[src/rtl/rfd_pkg.sv]
// Package for radial_fog_depth: widths, register indexes, state codes, multiplier types.
// Depends on nothing.
package rfd_pkg;
    localparam int FRAC_BITS = 12;
    localparam int NUM_ELEMS = 12;

    localparam logic [1:0] REG_ENABLE = 2'd0;
    localparam logic [1:0] REG_NEAR   = 2'd1;
    localparam logic [1:0] REG_FAR    = 2'd2;

    typedef enum logic [3:0] {
        ST_IDLE, ST_MUL_LOAD, ST_MUL_RUN, ST_ACC, ST_SQ_LOAD, ST_SQ_RUN, ST_SQRT_LOAD,
        ST_SQRT_RUN, ST_NUM_LOAD, ST_NUM_RUN, ST_DIV_LOAD, ST_DIV_RUN, ST_DONE
    } state_t;

    // Multiplier request and answer
    typedef struct packed {
        logic        start;
        logic [31:0] a;
        logic [31:0] b;
    } mul_req_t;

    typedef struct packed {
        logic        done;
        logic [63:0] prod;
    } mul_rsp_t;
endpackage

[src/rtl/rfd_mul.sv]
// Shift-add multiplier, unsigned 32x32, one multiplier bit per cycle.
// Depends on rfd_pkg.
module rfd_mul (
    input  logic              aclk,
    input  logic              aresetn,
    input  rfd_pkg::mul_req_t req,
    output rfd_pkg::mul_rsp_t rsp
);
    logic [63:0] acc_reg;
    logic [63:0] mcand_reg;
    logic [31:0] mplier_reg;
    logic [5:0]  cnt_reg;
    logic        busy_reg;
    logic        done_reg;

    // one bit per cycle
    always_ff @(posedge aclk) begin
        if (!aresetn) begin
            busy_reg <= 1'b0;
            done_reg <= 1'b0;
            cnt_reg  <= '0;
        end else begin
            done_reg <= 1'b0;
            if (req.start) begin
                busy_reg   <= 1'b1;
                cnt_reg    <= '0;
                acc_reg    <= '0;
                mcand_reg  <= {32'd0, req.a};
                mplier_reg <= req.b;
            end else if (busy_reg) begin
                if (mplier_reg[0]) acc_reg <= acc_reg + mcand_reg;
                mcand_reg  <= {mcand_reg[62:0], 1'b0};
                mplier_reg <= {1'b0, mplier_reg[31:1]};
                cnt_reg    <= cnt_reg + 6'd1;
                if (cnt_reg == 6'd31) begin
                    busy_reg <= 1'b0;
                    done_reg <= 1'b1;
                end
            end
        end
    end

    assign rsp.done = done_reg;
    assign rsp.prod = acc_reg;
endmodule

[src/rtl/rfd_sqrt.sv]
// Digit-by-digit square root of a 64-bit value, two radicand bits per cycle.
// Depends on nothing.
module rfd_sqrt (
    input  logic        aclk,
    input  logic        aresetn,
    input  logic        start,
    input  logic [63:0] radicand,
    output logic        done,
    output logic [31:0] root
);
    logic [63:0] rad_reg;
    logic [33:0] rem_reg;
    logic [31:0] root_reg;
    logic [4:0]  cnt_reg;
    logic        busy_reg;
    logic        done_reg;
    logic [33:0] trial;
    logic [33:0] rem_sh;

    // shift in two bits, try 4*root+1
    assign rem_sh = {rem_reg[31:0], rad_reg[63:62]};
    assign trial  = {root_reg, 2'b01};

    always_ff @(posedge aclk) begin
        if (!aresetn) begin
            busy_reg <= 1'b0;
            done_reg <= 1'b0;
            cnt_reg  <= '0;
        end else begin
            done_reg <= 1'b0;
            if (start) begin
                busy_reg <= 1'b1;
                cnt_reg  <= '0;
                rad_reg  <= radicand;
                rem_reg  <= '0;
                root_reg <= '0;
            end else if (busy_reg) begin
                rad_reg <= {rad_reg[61:0], 2'b00};
                if (rem_sh >= trial) begin
                    rem_reg  <= rem_sh - trial;
                    root_reg <= {root_reg[30:0], 1'b1};
                end else begin
                    rem_reg  <= rem_sh;
                    root_reg <= {root_reg[30:0], 1'b0};
                end
                cnt_reg <= cnt_reg + 5'd1;
                if (cnt_reg == 5'd31) begin
                    busy_reg <= 1'b0;
                    done_reg <= 1'b1;
                end
            end
        end
    end

    assign done = done_reg;
    assign root = root_reg;
endmodule

[src/rtl/rfd_div.sv]
// Restoring divider, unsigned 64/32, one quotient bit per cycle.
// Depends on nothing.
module rfd_div (
    input  logic        aclk,
    input  logic        aresetn,
    input  logic        start,
    input  logic [63:0] dividend,
    input  logic [31:0] divisor,
    output logic        done,
    output logic [63:0] quotient
);
    logic [63:0] quo_reg;
    logic [32:0] rem_reg;
    logic [31:0] dsr_reg;
    logic [5:0]  cnt_reg;
    logic        busy_reg;
    logic        done_reg;
    logic [32:0] rem_sh;

    assign rem_sh = {rem_reg[31:0], quo_reg[63]};

    always_ff @(posedge aclk) begin
        if (!aresetn) begin
            busy_reg <= 1'b0;
            done_reg <= 1'b0;
            cnt_reg  <= '0;
        end else begin
            done_reg <= 1'b0;
            if (start) begin
                busy_reg <= 1'b1;
                cnt_reg  <= '0;
                quo_reg  <= dividend;
                rem_reg  <= '0;
                dsr_reg  <= divisor;
            end else if (busy_reg) begin
                if (rem_sh >= {1'b0, dsr_reg}) begin
                    rem_reg <= rem_sh - {1'b0, dsr_reg};
                    quo_reg <= {quo_reg[62:0], 1'b1};
                end else begin
                    rem_reg <= rem_sh;
                    quo_reg <= {quo_reg[62:0], 1'b0};
                end
                cnt_reg <= cnt_reg + 6'd1;
                if (cnt_reg == 6'd63) begin
                    busy_reg <= 1'b0;
                    done_reg <= 1'b1;
                end
            end
        end
    end

    assign done     = done_reg;
    assign quotient = quo_reg;
endmodule

[src/rtl/radial_fog_depth.sv]
// Radial fog depth: one request per vertex gives w = distance to the camera and its
// perspective depth z. Load requests write the view matrix and give no result, one
// per cycle while no result waits at a stalled output. A vertex goes through nine
// transform products and three squares, bit-serially through one shared multiplier,
// then a two-bit-per-cycle square root, the distance-by-(near+far) product and a
// one-bit-per-cycle 64/32 divider, which is skipped when near equals far. No request
// is taken while a vertex is in progress. A disabled vertex gives its result in the
// cycle after acceptance.
// Depends on rfd_pkg, rfd_mul, rfd_sqrt, rfd_div.
module radial_fog_depth (
    input  logic         aclk,
    input  logic         aresetn,
    input  logic         s_tvalid,
    output logic         s_tready,
    input  logic         s_tuser,     // action
    input  logic [199:0] s_tdata,     // elem_index, elem_value, vx, vy, vz, pass_z, pass_w
    output logic         m_tvalid,
    input  logic         m_tready,
    output logic         m_tuser,     // plane_error
    output logic [63:0]  m_tdata,     // fog_z, fog_w
    input  logic         cfg_we,
    input  logic [1:0]   cfg_index,
    input  logic [15:0]  cfg_data
);
    localparam int FB = rfd_pkg::FRAC_BITS;

    logic [31:0] mat_reg [rfd_pkg::NUM_ELEMS];
    logic        enable_reg;
    logic [15:0] near_reg, far_reg;

    rfd_pkg::state_t state_reg, state_next;
    logic [31:0] v_reg [3];
    logic [1:0]  col_reg, row_reg;
    logic signed [53:0] d_reg [3];
    logic [65:0] sum_reg;
    logic [31:0] dist_reg;
    logic        neg_reg;
    logic [63:0] num_reg;
    logic [31:0] oz_reg, ow_reg;
    logic        oerr_reg, ovalid_reg;

    rfd_pkg::mul_req_t mreq;
    rfd_pkg::mul_rsp_t mrsp;
    logic sq_start, sq_done, dv_start, dv_done;
    logic [31:0] sq_root;
    logic [63:0] dv_quo;

    rfd_mul u_mul (.aclk, .aresetn, .req(mreq), .rsp(mrsp));
    rfd_sqrt u_sqrt (.aclk, .aresetn, .start(sq_start), .radicand(sum_reg[63:0]),
        .done(sq_done), .root(sq_root));

    // Operand selection for the shared multiplier
    logic [31:0] ma, mb, mabs_a, mabs_b;
    logic [3:0]  midx;
    logic [53:0] dabs;
    logic [31:0] dclamp;
    assign midx   = 4'({2'b00, row_reg} * 4'd3 + {2'b00, col_reg});
    assign ma     = v_reg[row_reg];
    assign mb     = mat_reg[midx];
    assign mabs_a = ma[31] ? 32'(-ma) : ma;
    assign mabs_b = mb[31] ? 32'(-mb) : mb;
    assign dabs   = d_reg[col_reg][53] ? 54'(-d_reg[col_reg]) : 54'(d_reg[col_reg]);
    // magnitude clamped to 2^31; its square 2^62 comes from the multiplier
    assign dclamp = (dabs >= 54'h80000000) ? 32'h80000000 : dabs[31:0];

    // Signed product, floored
    logic signed [64:0] sprod;
    logic signed [64:0] sfloor;
    assign sprod  = neg_reg ? -$signed({1'b0, mrsp.prod}) : $signed({1'b0, mrsp.prod});
    assign sfloor = sprod >>> FB;

    // Depth numerator: 2*n*f<<FB - dist*(n+f), dividend magnitude and sign
    logic [16:0] nf_sum;
    logic [32:0] nf_prod;
    logic signed [66:0] num_s;
    logic [63:0] dv_mag;
    logic        num_neg, den_neg, den_zero;
    logic [16:0] den_abs;
    assign nf_sum  = {1'b0, near_reg} + {1'b0, far_reg};
    assign nf_prod = {32'(near_reg) * 32'(far_reg), 1'b0};
    assign num_s   = $signed({34'd0, nf_prod} << FB) - $signed({3'd0, num_reg});
    assign num_neg = num_s[66];
    assign dv_mag  = num_neg ? 64'(-num_s) : num_s[63:0];
    assign den_zero = (near_reg == far_reg);
    assign den_neg  = near_reg < far_reg;
    assign den_abs  = den_neg ? 17'({1'b0, far_reg} - {1'b0, near_reg})
                              : 17'({1'b0, near_reg} - {1'b0, far_reg});

    rfd_div u_div (.aclk, .aresetn, .start(dv_start), .dividend(dv_mag),
        .divisor({15'd0, den_abs}), .done(dv_done), .quotient(dv_quo));

    // Signed quotient with saturation
    logic        qneg;
    logic [31:0] zsat;
    assign qneg = num_neg ^ den_neg;
    always_comb begin
        if (qneg) zsat = (dv_quo > 64'h80000000) ? 32'h80000000 : 32'(-dv_quo);
        else      zsat = (dv_quo > 64'h7FFFFFFF) ? 32'h7FFFFFFF : dv_quo[31:0];
    end

    logic in_acc, out_free;
    assign out_free = !ovalid_reg || m_tready;
    assign s_tready = (state_reg == rfd_pkg::ST_IDLE) && out_free;
    assign in_acc   = s_tvalid && s_tready;

    // Next state and unit starts
    always_comb begin
        state_next = state_reg;
        mreq.start = 1'b0;
        mreq.a     = mabs_a;
        mreq.b     = mabs_b;
        sq_start   = 1'b0;
        dv_start   = 1'b0;
        unique case (state_reg)
            rfd_pkg::ST_IDLE:
                if (in_acc && s_tuser && enable_reg) state_next = rfd_pkg::ST_MUL_LOAD;
            rfd_pkg::ST_MUL_LOAD: begin
                mreq.start = 1'b1;
                state_next = rfd_pkg::ST_MUL_RUN;
            end
            rfd_pkg::ST_MUL_RUN:
                if (mrsp.done) state_next = rfd_pkg::ST_ACC;
            rfd_pkg::ST_ACC:
                if (row_reg == 2'd2 && col_reg == 2'd2) state_next = rfd_pkg::ST_SQ_LOAD;
                else state_next = rfd_pkg::ST_MUL_LOAD;
            rfd_pkg::ST_SQ_LOAD: begin
                mreq.start = 1'b1;
                mreq.a     = dclamp;
                mreq.b     = dclamp;
                state_next = rfd_pkg::ST_SQ_RUN;
            end
            rfd_pkg::ST_SQ_RUN:
                if (mrsp.done) begin
                    if (col_reg == 2'd2) state_next = rfd_pkg::ST_SQRT_LOAD;
                    else state_next = rfd_pkg::ST_SQ_LOAD;
                end
            // sum of squares is complete here; sqrt of the low 64 bits
            rfd_pkg::ST_SQRT_LOAD: begin
                sq_start   = 1'b1;
                state_next = rfd_pkg::ST_SQRT_RUN;
            end
            rfd_pkg::ST_SQRT_RUN:
                if (sq_done) state_next = rfd_pkg::ST_NUM_LOAD;
            rfd_pkg::ST_NUM_LOAD: begin
                mreq.start = 1'b1;
                mreq.a     = dist_reg;
                mreq.b     = {15'd0, nf_sum};
                state_next = rfd_pkg::ST_NUM_RUN;
            end
            rfd_pkg::ST_NUM_RUN:
                if (mrsp.done) state_next = rfd_pkg::ST_DIV_LOAD;
            rfd_pkg::ST_DIV_LOAD: begin
                if (den_zero) state_next = rfd_pkg::ST_DONE;
                else begin
                    dv_start   = 1'b1;
                    state_next = rfd_pkg::ST_DIV_RUN;
                end
            end
            rfd_pkg::ST_DIV_RUN:
                if (dv_done) state_next = rfd_pkg::ST_DONE;
            rfd_pkg::ST_DONE:
                if (out_free) state_next = rfd_pkg::ST_IDLE;
            default: state_next = rfd_pkg::ST_IDLE;
        endcase
    end

    always_ff @(posedge aclk) begin
        if (!aresetn) begin
            state_reg  <= rfd_pkg::ST_IDLE;
            enable_reg <= 1'b1;
            near_reg   <= 16'd100;
            far_reg    <= 16'd20000;
            ovalid_reg <= 1'b0;
        end else begin
            state_reg <= state_next;
            if (cfg_we) begin
                unique case (cfg_index)
                    rfd_pkg::REG_ENABLE: enable_reg <= cfg_data[0];
                    rfd_pkg::REG_NEAR:   near_reg   <= cfg_data;
                    rfd_pkg::REG_FAR:    far_reg    <= cfg_data;
                    default: ;
                endcase
            end
            if (in_acc && s_tuser && !enable_reg) begin
                ovalid_reg <= 1'b1;
                oz_reg     <= s_tdata[163:132];
                ow_reg     <= s_tdata[195:164];
                oerr_reg   <= 1'b0;
            end else if (state_reg == rfd_pkg::ST_DONE && out_free) begin
                ovalid_reg <= 1'b1;
                ow_reg     <= dist_reg;
                oerr_reg   <= den_zero;
                if (den_zero) oz_reg <= num_neg ? 32'h80000000 : 32'h7FFFFFFF;
                else          oz_reg <= zsat;
            end else if (m_tvalid && m_tready) begin
                ovalid_reg <= 1'b0;
            end
        end
    end

    // Datapath registers
    always_ff @(posedge aclk) begin
        if (in_acc && !s_tuser && s_tdata[3:0] < 4'(rfd_pkg::NUM_ELEMS))
            mat_reg[s_tdata[3:0]] <= s_tdata[35:4];
        unique case (state_reg)
            rfd_pkg::ST_IDLE: begin
                v_reg[0] <= s_tdata[67:36];
                v_reg[1] <= s_tdata[99:68];
                v_reg[2] <= s_tdata[131:100];
                row_reg  <= 2'd0;
                col_reg  <= 2'd0;
                sum_reg  <= '0;
                for (int c = 0; c < 3; c++)
                    d_reg[c] <= 54'(signed'(mat_reg[9 + c]));
            end
            rfd_pkg::ST_MUL_LOAD: neg_reg <= ma[31] ^ mb[31];
            rfd_pkg::ST_ACC: begin
                d_reg[col_reg] <= d_reg[col_reg] + 54'(sfloor);
                if (col_reg == 2'd2) begin
                    col_reg <= 2'd0;
                    if (row_reg != 2'd2) row_reg <= row_reg + 2'd1;
                end else col_reg <= col_reg + 2'd1;
            end
            rfd_pkg::ST_SQ_RUN:
                if (mrsp.done) begin
                    sum_reg <= sum_reg + {2'd0, mrsp.prod};
                    if (col_reg != 2'd2) col_reg <= col_reg + 2'd1;
                end
            rfd_pkg::ST_SQRT_RUN:
                if (sq_done)
                    dist_reg <= (sum_reg[65:64] != 2'd0 || sq_root[31]) ? 32'h7FFFFFFF
                                                                      : sq_root;
            rfd_pkg::ST_NUM_RUN:
                if (mrsp.done) num_reg <= mrsp.prod;
            default: ;
        endcase
    end

    assign m_tvalid = ovalid_reg;
    assign m_tuser  = oerr_reg;
    assign m_tdata  = {ow_reg, oz_reg};
endmodule

[config.mk]
export PLATFORM = sky130hd
export DESIGN_NAME = radial_fog_depth
export DESIGN_NICKNAME = d
export VERILOG_FILES = /design/src/rtl/rfd_pkg.sv /design/src/rtl/rfd_mul.sv /design/src/rtl/rfd_sqrt.sv /design/src/rtl/rfd_div.sv /design/src/rtl/radial_fog_depth.sv
export SDC_FILE = /design/constraint.sdc
export NUM_CORES = 2
export LEC_CHECK = 0
export BUFFER_PORTS_ARGS = -buffer_cell sky130_fd_sc_hd__buf_2
export CORE_MARGIN = 8
export CORE_UTILIZATION = 65
export CTS_BUF_LIST = sky130_fd_sc_hd__clkbuf_4
export DETAILED_ROUTE_END_ITERATION = 10
export PLACE_DENSITY = 0.83
export SYNTH_ARGS = -nofsm -noshare
export SYNTH_HDL_FRONTEND = slang
export SYNTH_SLANG_ARGS = --single-unit
[constraint.sdc]
create_clock -name aclk -period 20.7 [get_ports aclk]
set_input_delay 2.07 -clock aclk [delete_from_list [all_inputs] [get_ports aclk]]
set_output_delay 2.07 -clock aclk [all_outputs]
set_load 0.01 [all_outputs]
Word level (Yosys, flattened, before mapping)
Memory sizes are Yosys's and may differ from the RTL's. A register that Yosys moved wholly into a read port is not among the register bits.
Cells that the tools add are included.
{"block": "op_classes", "n_addsub": 21, "n_mul": 2, "n_div": 0, "order_cmp": 7, "n_eq_ne": 32, "shifts": 0, "muxes": 85, "bitwise_logic": 6, "n_reduce_logical": 50}
{"operator": "$mux W32", "count": 20}
{"operator": "$mux W64", "count": 8}
{"operator": "$pmux W66 S2", "count": 1}
{"operator": "$pmux W64 S2", "count": 1}
{"operator": "$mux W54", "count": 2}
{"operator": "$neg A32 Y32", "count": 3}
{"operator": "$add A66 B64 Y66", "count": 1}
{"operator": "$mux W66", "count": 1}
{"operator": "$mux W65", "count": 1}
{"operator": "$neg A64 Y65", "count": 1}
{"operator": "$sub A45 B64 Y65", "count": 1}
{"operator": "$add A64 B64 Y64", "count": 1}
{"operator": "$gt A64 B31 Y1 const B", "count": 1}
{"operator": "$gt A64 B32 Y1 const B", "count": 1}
{"operator": "$neg A64 Y64", "count": 1}
{"operator": "$add A54 B53 Y54", "count": 1}
{"operator": "$ge A54 B32 Y1 const B", "count": 1}
{"operator": "$neg A54 Y54", "count": 1}
{"operator": "$reduce_or A54 Y1", "count": 1}
{"operator": "$pmux W4 S13", "count": 1}
{"operator": "$ge A34 B34 Y1", "count": 1}
{"operator": "$sub A16 B16 Y17", "count": 2}
{"operator": "$ge A33 B17 Y1", "count": 1}
{"operator": "$mul A16 B16 Y32", "count": 1}
{"operator": "43 further kinds", "count": 149}
{"block": "word_totals", "register_bits": 694, "latchBits": 0, "mem_bits_rw": 642, "romBits": 0, "out_inout_bits": 67, "elab_cells": 239, "n_memories": 3}
{"name": "mat_reg", "words": 12, "word_bits": 32, "rd": 4, "rd_clocked_by_memory_dff": 0, "write_ports": 1, "line": "radial_fog_depth.sv:27", "text": "logic [31:0] mat_reg [rfd_pkg::NUM_ELEMS];"}
{"name": "d_reg", "words": 3, "word_bits": 54, "rd": 1, "rd_clocked_by_memory_dff": 1, "write_ports": 3, "line": "radial_fog_depth.sv:34", "text": "logic signed [53:0] d_reg [3];"}
{"name": "v_reg", "words": 3, "word_bits": 32, "rd": 1, "rd_clocked_by_memory_dff": 1, "write_ports": 3, "line": "radial_fog_depth.sv:32", "text": "logic [31:0] v_reg [3];"}

Logic depth before layout (Yosys ltp)
{"block": "logic_depth", "depth_word": 8, "mapped_depth": 44, "mapped_depth_nobuf": 40}

Cells and area by module
Synthesis repeated with hierarchy kept, for this count alone.
{"block": "hier_totals", "cells_unflattened": 8109, "hier_area_um2": 89473.3}
{"mod": "radial_fog_depth", "instances": 1, "cells_per_inst": 5917, "area_per_inst_um2": 64464.3}
{"mod": "rfd_mul", "instances": 1, "cells_per_inst": 941, "area_per_inst_um2": 10208.5}
{"mod": "rfd_sqrt", "instances": 1, "cells_per_inst": 618, "area_per_inst_um2": 7423.4}
{"mod": "rfd_div", "instances": 1, "cells_per_inst": 633, "area_per_inst_um2": 7377.1}

Least setup slack after synthesis
Ideal clock, no wire load.
{"block": "synth_timing", "path_type": "input to register", "start": "input aresetn", "end": "register u_div.busy_reg", "setup_ps": 88, "t_arrival_ps": 10025, "required_ps": 20612, "setup_slack_ps": 10587, "cell_stages": 3, "n_path_buf": 1, "cell_sequence": "clkbuf_1 -> a21boi_0 -> o31a_1"}
{"element": "from (decl)", "line": "radial_fog_depth.sv:12", "text": "input logic aresetn,"}
{"element": "to (signal assigned)", "line": "rfd_div.sv:24", "text": "busy_reg <= 1'b0;"}
{"element": "to (signal assigned)", "line": "rfd_div.sv:30", "text": "busy_reg <= 1'b1;"}
{"element": "to (signal assigned)", "line": "rfd_div.sv:45", "text": "busy_reg <= 1'b0;"}
{"element": "to (decl)", "line": "rfd_div.sv:16", "text": "logic busy_reg;"}

Worst setup path in the final report
{"block": "layout_timing", "start": "register near_reg[4]", "end": "register u_div.quo_reg[55], in the netlist u_div.quotient[55], data pin"}
{"block": "layout_between", "elab_chain_len": 5, "word_cells_on_any_way": 8, "cone_classes": "add/sub (2); mul (1); eq/ne (1); mux (4)"}
{"element": "from (decl)", "line": "radial_fog_depth.sv:29", "text": "logic [15:0] near_reg, far_reg;"}
{"element": "from (signal assigned)", "line": "radial_fog_depth.sv:179", "text": "rfd_pkg::REG_NEAR: near_reg <= cfg_data;"}
{"element": "$mul A16 B16 Y32", "line": "radial_fog_depth.sv:80", "text": "assign nf_prod = {32'(near_reg) * 32'(far_reg), 1'b0};"}
{"element": "$sub A45 B64 Y65", "line": "radial_fog_depth.sv:81", "text": "assign num_s = $signed({34'd0, nf_prod} << FB) - $signed({3'd0, num_reg});"}
{"element": "$neg A64 Y64", "line": "radial_fog_depth.sv:83", "text": "assign dv_mag = num_neg ? 64'(-num_s) : num_s[63:0];"}
{"element": "$mux W64", "line": "radial_fog_depth.sv:83"}
{"element": "$mux W64 (*)", "line": "rfd_div.sv:29", "text": "if (start) begin"}
{"element": "to (signal assigned)", "line": "rfd_div.sv:32", "text": "quo_reg <= dividend;"}
{"element": "to (signal assigned)", "line": "rfd_div.sv:38", "text": "quo_reg <= {quo_reg[62:0], 1'b1};"}
{"element": "to (signal assigned)", "line": "rfd_div.sv:41", "text": "quo_reg <= {quo_reg[62:0], 1'b0};"}
{"element": "to (decl)", "line": "rfd_div.sv:12", "text": "logic [63:0] quo_reg;"}
Mark *: on every way between the ends. The rest lies on a longest branch, timed or not.
A chain may end at the register's enable or synchronous reset.

==> key figures <==
Floorplanning
  – Core Footprint: 133,000 µm²
  – Effective utilization at floorplan: 0.651
  – I/O pins: 291
  – Die Ht: 381 µm
  – Site Rows: 134
  – Die X: 381 µm
  – Total Die Area: around 150,000 µm²

Clock network
  – Clk Latency, worst-skew pair: between 1 and 1.5 ns
  – Num CTS Buffers: 367
  – Postcts setup bufs: 0
  – Depth of the CTS H-tree: 5
  – Clk buf depth: 4
  – Root Buffer: clkbuf_4
  – CTS tree: built
  – Hold-fix buffers at CTS: 0
  – Clock slew at reported path FFs: about 0.060 ns
  – Clock sink count: 1,394
  – Post-CTS sizing: 0

Drt
  – Avg WL per Cell: ~23 µm
  – Via density: 6.36
  – Vias: a little under 70k
  – Total wire length: 242,000 µm
  – DR iter-0 viols: 7,637
  – Detailed Routing Iterations Pass 1: 6
  – DRT antenna net count: 0
  – # DRC: 0

Pwr
  – Clock share of power: 0.147
  – Reg power frac: 0.281
  – Comb pwr share: 0.571
  – Sw Share: 0.457
  – Worst IR drop on VDD: 0.189 mV
  – Int Power: 8.52 mW
  – Cell area power density: between 150 and 200 nW/µm²
  – Switching power: 7.19 mW
  – LEAKAGE: 37.2 nW

Worst setup path
  – Crit-path max FO: 11
  – Crit path required time: 21.63 ns
  – Peak per-stage delay on the critical path: 0.77 ns
  – Crit end category: register
  – Critical-path top delay cell: dfxtp_1
  – CP Class: reg2reg
  – WP data arrival: 12.59 ns
  – CP startpoint kind: register
  – Critical Path Most Common Cell: fa_1
  – Reg-to-reg slack, setup: 9.04 ns

Synthesis
  – Top_reg_cell synth: edfxtp_1
  – Post-synth top area share: 0.461
  – Synth Area in Compound Gates: 0.128
  – Synth Area in XOR/XNOR: 0.0524
  – Distinct cells, synth: between 100 and 150
  – Count leader, synth: edfxtp_1
  – Ranking of synthesized cells by area: edfxtp_1 46%, ha_1 6.3%, nand2_1 5.2%
  – Synth Area in Simple Gates: 0.144
  – Synth cell count leaders: 1,329 x edfxtp_1, 1,191 x nand2_1, 757 x nor2_1
  – Post-Syn Nets: ~9k
  – Post-synthesis adder-cell area fraction: 0.110
  – Mux cell area share after synthesis: 0.0532
  – #FFs+latches synth: 1,394
  – Post-synth EDFFs: 1,329
  – Cells after Synth: 8,170
  – Synthesized cell area: approximately 87,000 µm²
  – Synth Warn #: 0
  – FFs w/ async S/R, synth: 0
  – Synthesized area per cell: 10.6 µm²
  – Biggest area consumer among synthesized cells: edfxtp_1
  – Main combinational cell family by area after synthesis: simple AND/OR/NAND/NOR gates
  – Seq/Total Area, Yosys: 0.476

Timing
  – Actual slew at the worst max-slew pin: 1.44 ns
  – Final TNS setup: 0 ns
  – Clock skew: 0.122 ns
  – Final Hold Fails: 0
  – Final Worst Setup Slack: 9.04 ns
  – RSZ-0062 raised after global routing: no
  – Crit share post-route: 0.563
  – Fmax: 85.7 MHz
  – Pins over their slew limit: 0
  – Crit path time final: 11.66 ns
  – Worst slew margin: 0.0422
  – Setup violators final: 0

Cells and area
  – P&R area growth vs syn: 8.77%
  – Post-route cell area: 94,100 µm²
  – Share of layout cells above drive strength 1: 0.136
  – Final #Nets: 9,439
  – Layout Cells excl Fill: around 11k
  – Core Util, Final: 0.709
  – Max reg flops: ~380

Global routing
  – Total Routing Usage GR: 0.322
  – Vias in the first global route: between 60k and 70k
  – GRT overflow: 0
  – Largest net degree at the start of global routing: about 110
  – Initial antenna violation count: 3
  – First-pass GRT wire length: 370,000 µm

Placed design
  – Worst slack, placed: slightly above 9 ns
  – I/O Buffers: approximately 290
  – Gpl congestion: 1.01
  – DP Wirelength: ~180,000 µm
  – Dpl cell area: about 90,000 µm²
  – Placed cells: approximately 10k

Hold path
  – Min-Delay Path Class: reg2reg

Flow run
  – Max-capacitance violation count: 0

Outcome
  – Status: complete, no violations
-- path summary, 6_finish.rpt --
check	from	to	cells after the start
min	u_sqrt.root[10]	dist_reg[10]	2
max	near_reg[4]	u_div.quotient[55]	35
max reg2reg	near_reg[4]	u_div.quotient[55]	35
min reg2reg	u_sqrt.root[10]	dist_reg[10]	2
-- cell usage in the layout, fill, tap and decap left out, types with 17 or more instances in the layout --
master | Yosys | layout
inv_1 | 499 | 498
buf_2 | 18 | 286
dfxtp_1 | 65 | 61
fa_1 | 203 | 202
mux4_2 | 149 | 149
mux2i_1 | 105 | 105
o211ai_1 | 44 | 44
a21o_1 | 182 | 182
xnor2_1 | 342 | 342
or2_2 | 25 | 25
a21oi_1 | 471 | 470
or4_1 | 26 | 26
a21boi_0 | 52 | 49
and2_1 | 76 | 75
or3_1 | 62 | 62
o21bai_1 | 63 | 62
xor2_1 | 176 | 176
nand2b_1 | 77 | 77
nor2_1 | 757 | 743
o21ai_0 | 473 | 471
mux2_2 | 17 | 17
edfxtp_1 | 1329 | 1329
a211oi_1 | 53 | 53
buf_4 | 2 | 82
o31ai_1 | 51 | 51
nand3_1 | 91 | 90
nor3_1 | 147 | 141
nor2b_1 | 69 | 69
a31oi_1 | 59 | 58
clkinv_1 | 7 | 76
nand4_1 | 67 | 67
ha_1 | 433 | 431
o21a_1 | 54 | 52
nand2_1 | 1191 | 1181
a221oi_1 | 49 | 49
nor4_1 | 42 | 41
o21ai_1 | 18 | 19
and3_1 | 58 | 57
clkbuf_4 | 0 | 520
-- per-layer routing --
| layer | global-route usage | wire length, µm | up-vias |
|---|---|---|---|
| li1 | - | - | 30444 |
| met1 | 0.410 | 90900 | 32373 |
| met2 | 0.526 | 114000 | 3716 |
| met3 | 0.0626 | 22800 | 805 |
| met4 | 0.171 | 13900 | 0 |
| met5 | 0 | 0 | - |
-- critical path, delay by kind of cell (launching register included) --
| family | cells | cell delay [ns] |
|---|---|---|
| flip-flops | 1 | 0.77 |
| AO/OA/AOI/OAI | 13 | 4.08 |
| buffers and inverters | 6 | 1.06 |
| adder cells (fa/ha/maj) | 8 | 3.58 |
| XOR/XNOR | 1 | 0.23 |
| AND/OR/NAND/NOR | 7 | 1.61 |
-- power groups by stage --
stage	clock [mW]	sequential [mW]	combinational, mW
after global placement	0	4.42	8.42
final	2.32	4.42	8.97
after CTS	2.35	4.40	8.76
after detailed placement	0	4.46	8.68
after global routing	2.47	4.46	9.66
after floorplan	0	4.29	6.42
-- layout make-up --
cell class,instances,area [µm²]
clock inverter,90,437
sequential,1394,41200
tap,1768,2210
antenna,8,20.0
clock buffer,520,3900
fill,9423,38700
timing repair buffer,368,2050
inverter,509,1910
multi-input combinational,5939,42300
-- metrics by stage --
step / hold slack, ns / power (mW)
finish: 0.478 / 15.7
global route: 0.509 / 16.6
CTS: 0.481 / 15.5
detailed placement: 0.493 / 13.1
global placement: 0.482 / 12.8
floorplan: 0.465 / 10.7
-- cell families after synthesis --
logic type	Yosys count
AO/OA/AOI/OAI	1748
XOR/XNOR	518
adder cells (fa/ha/maj)	636
buffers and inverters	837
flip-flops	1394
multiplexers	271
other	1
AND/OR/NAND/NOR	2765
Note: power is estimated with default switching activity, not from simulation.
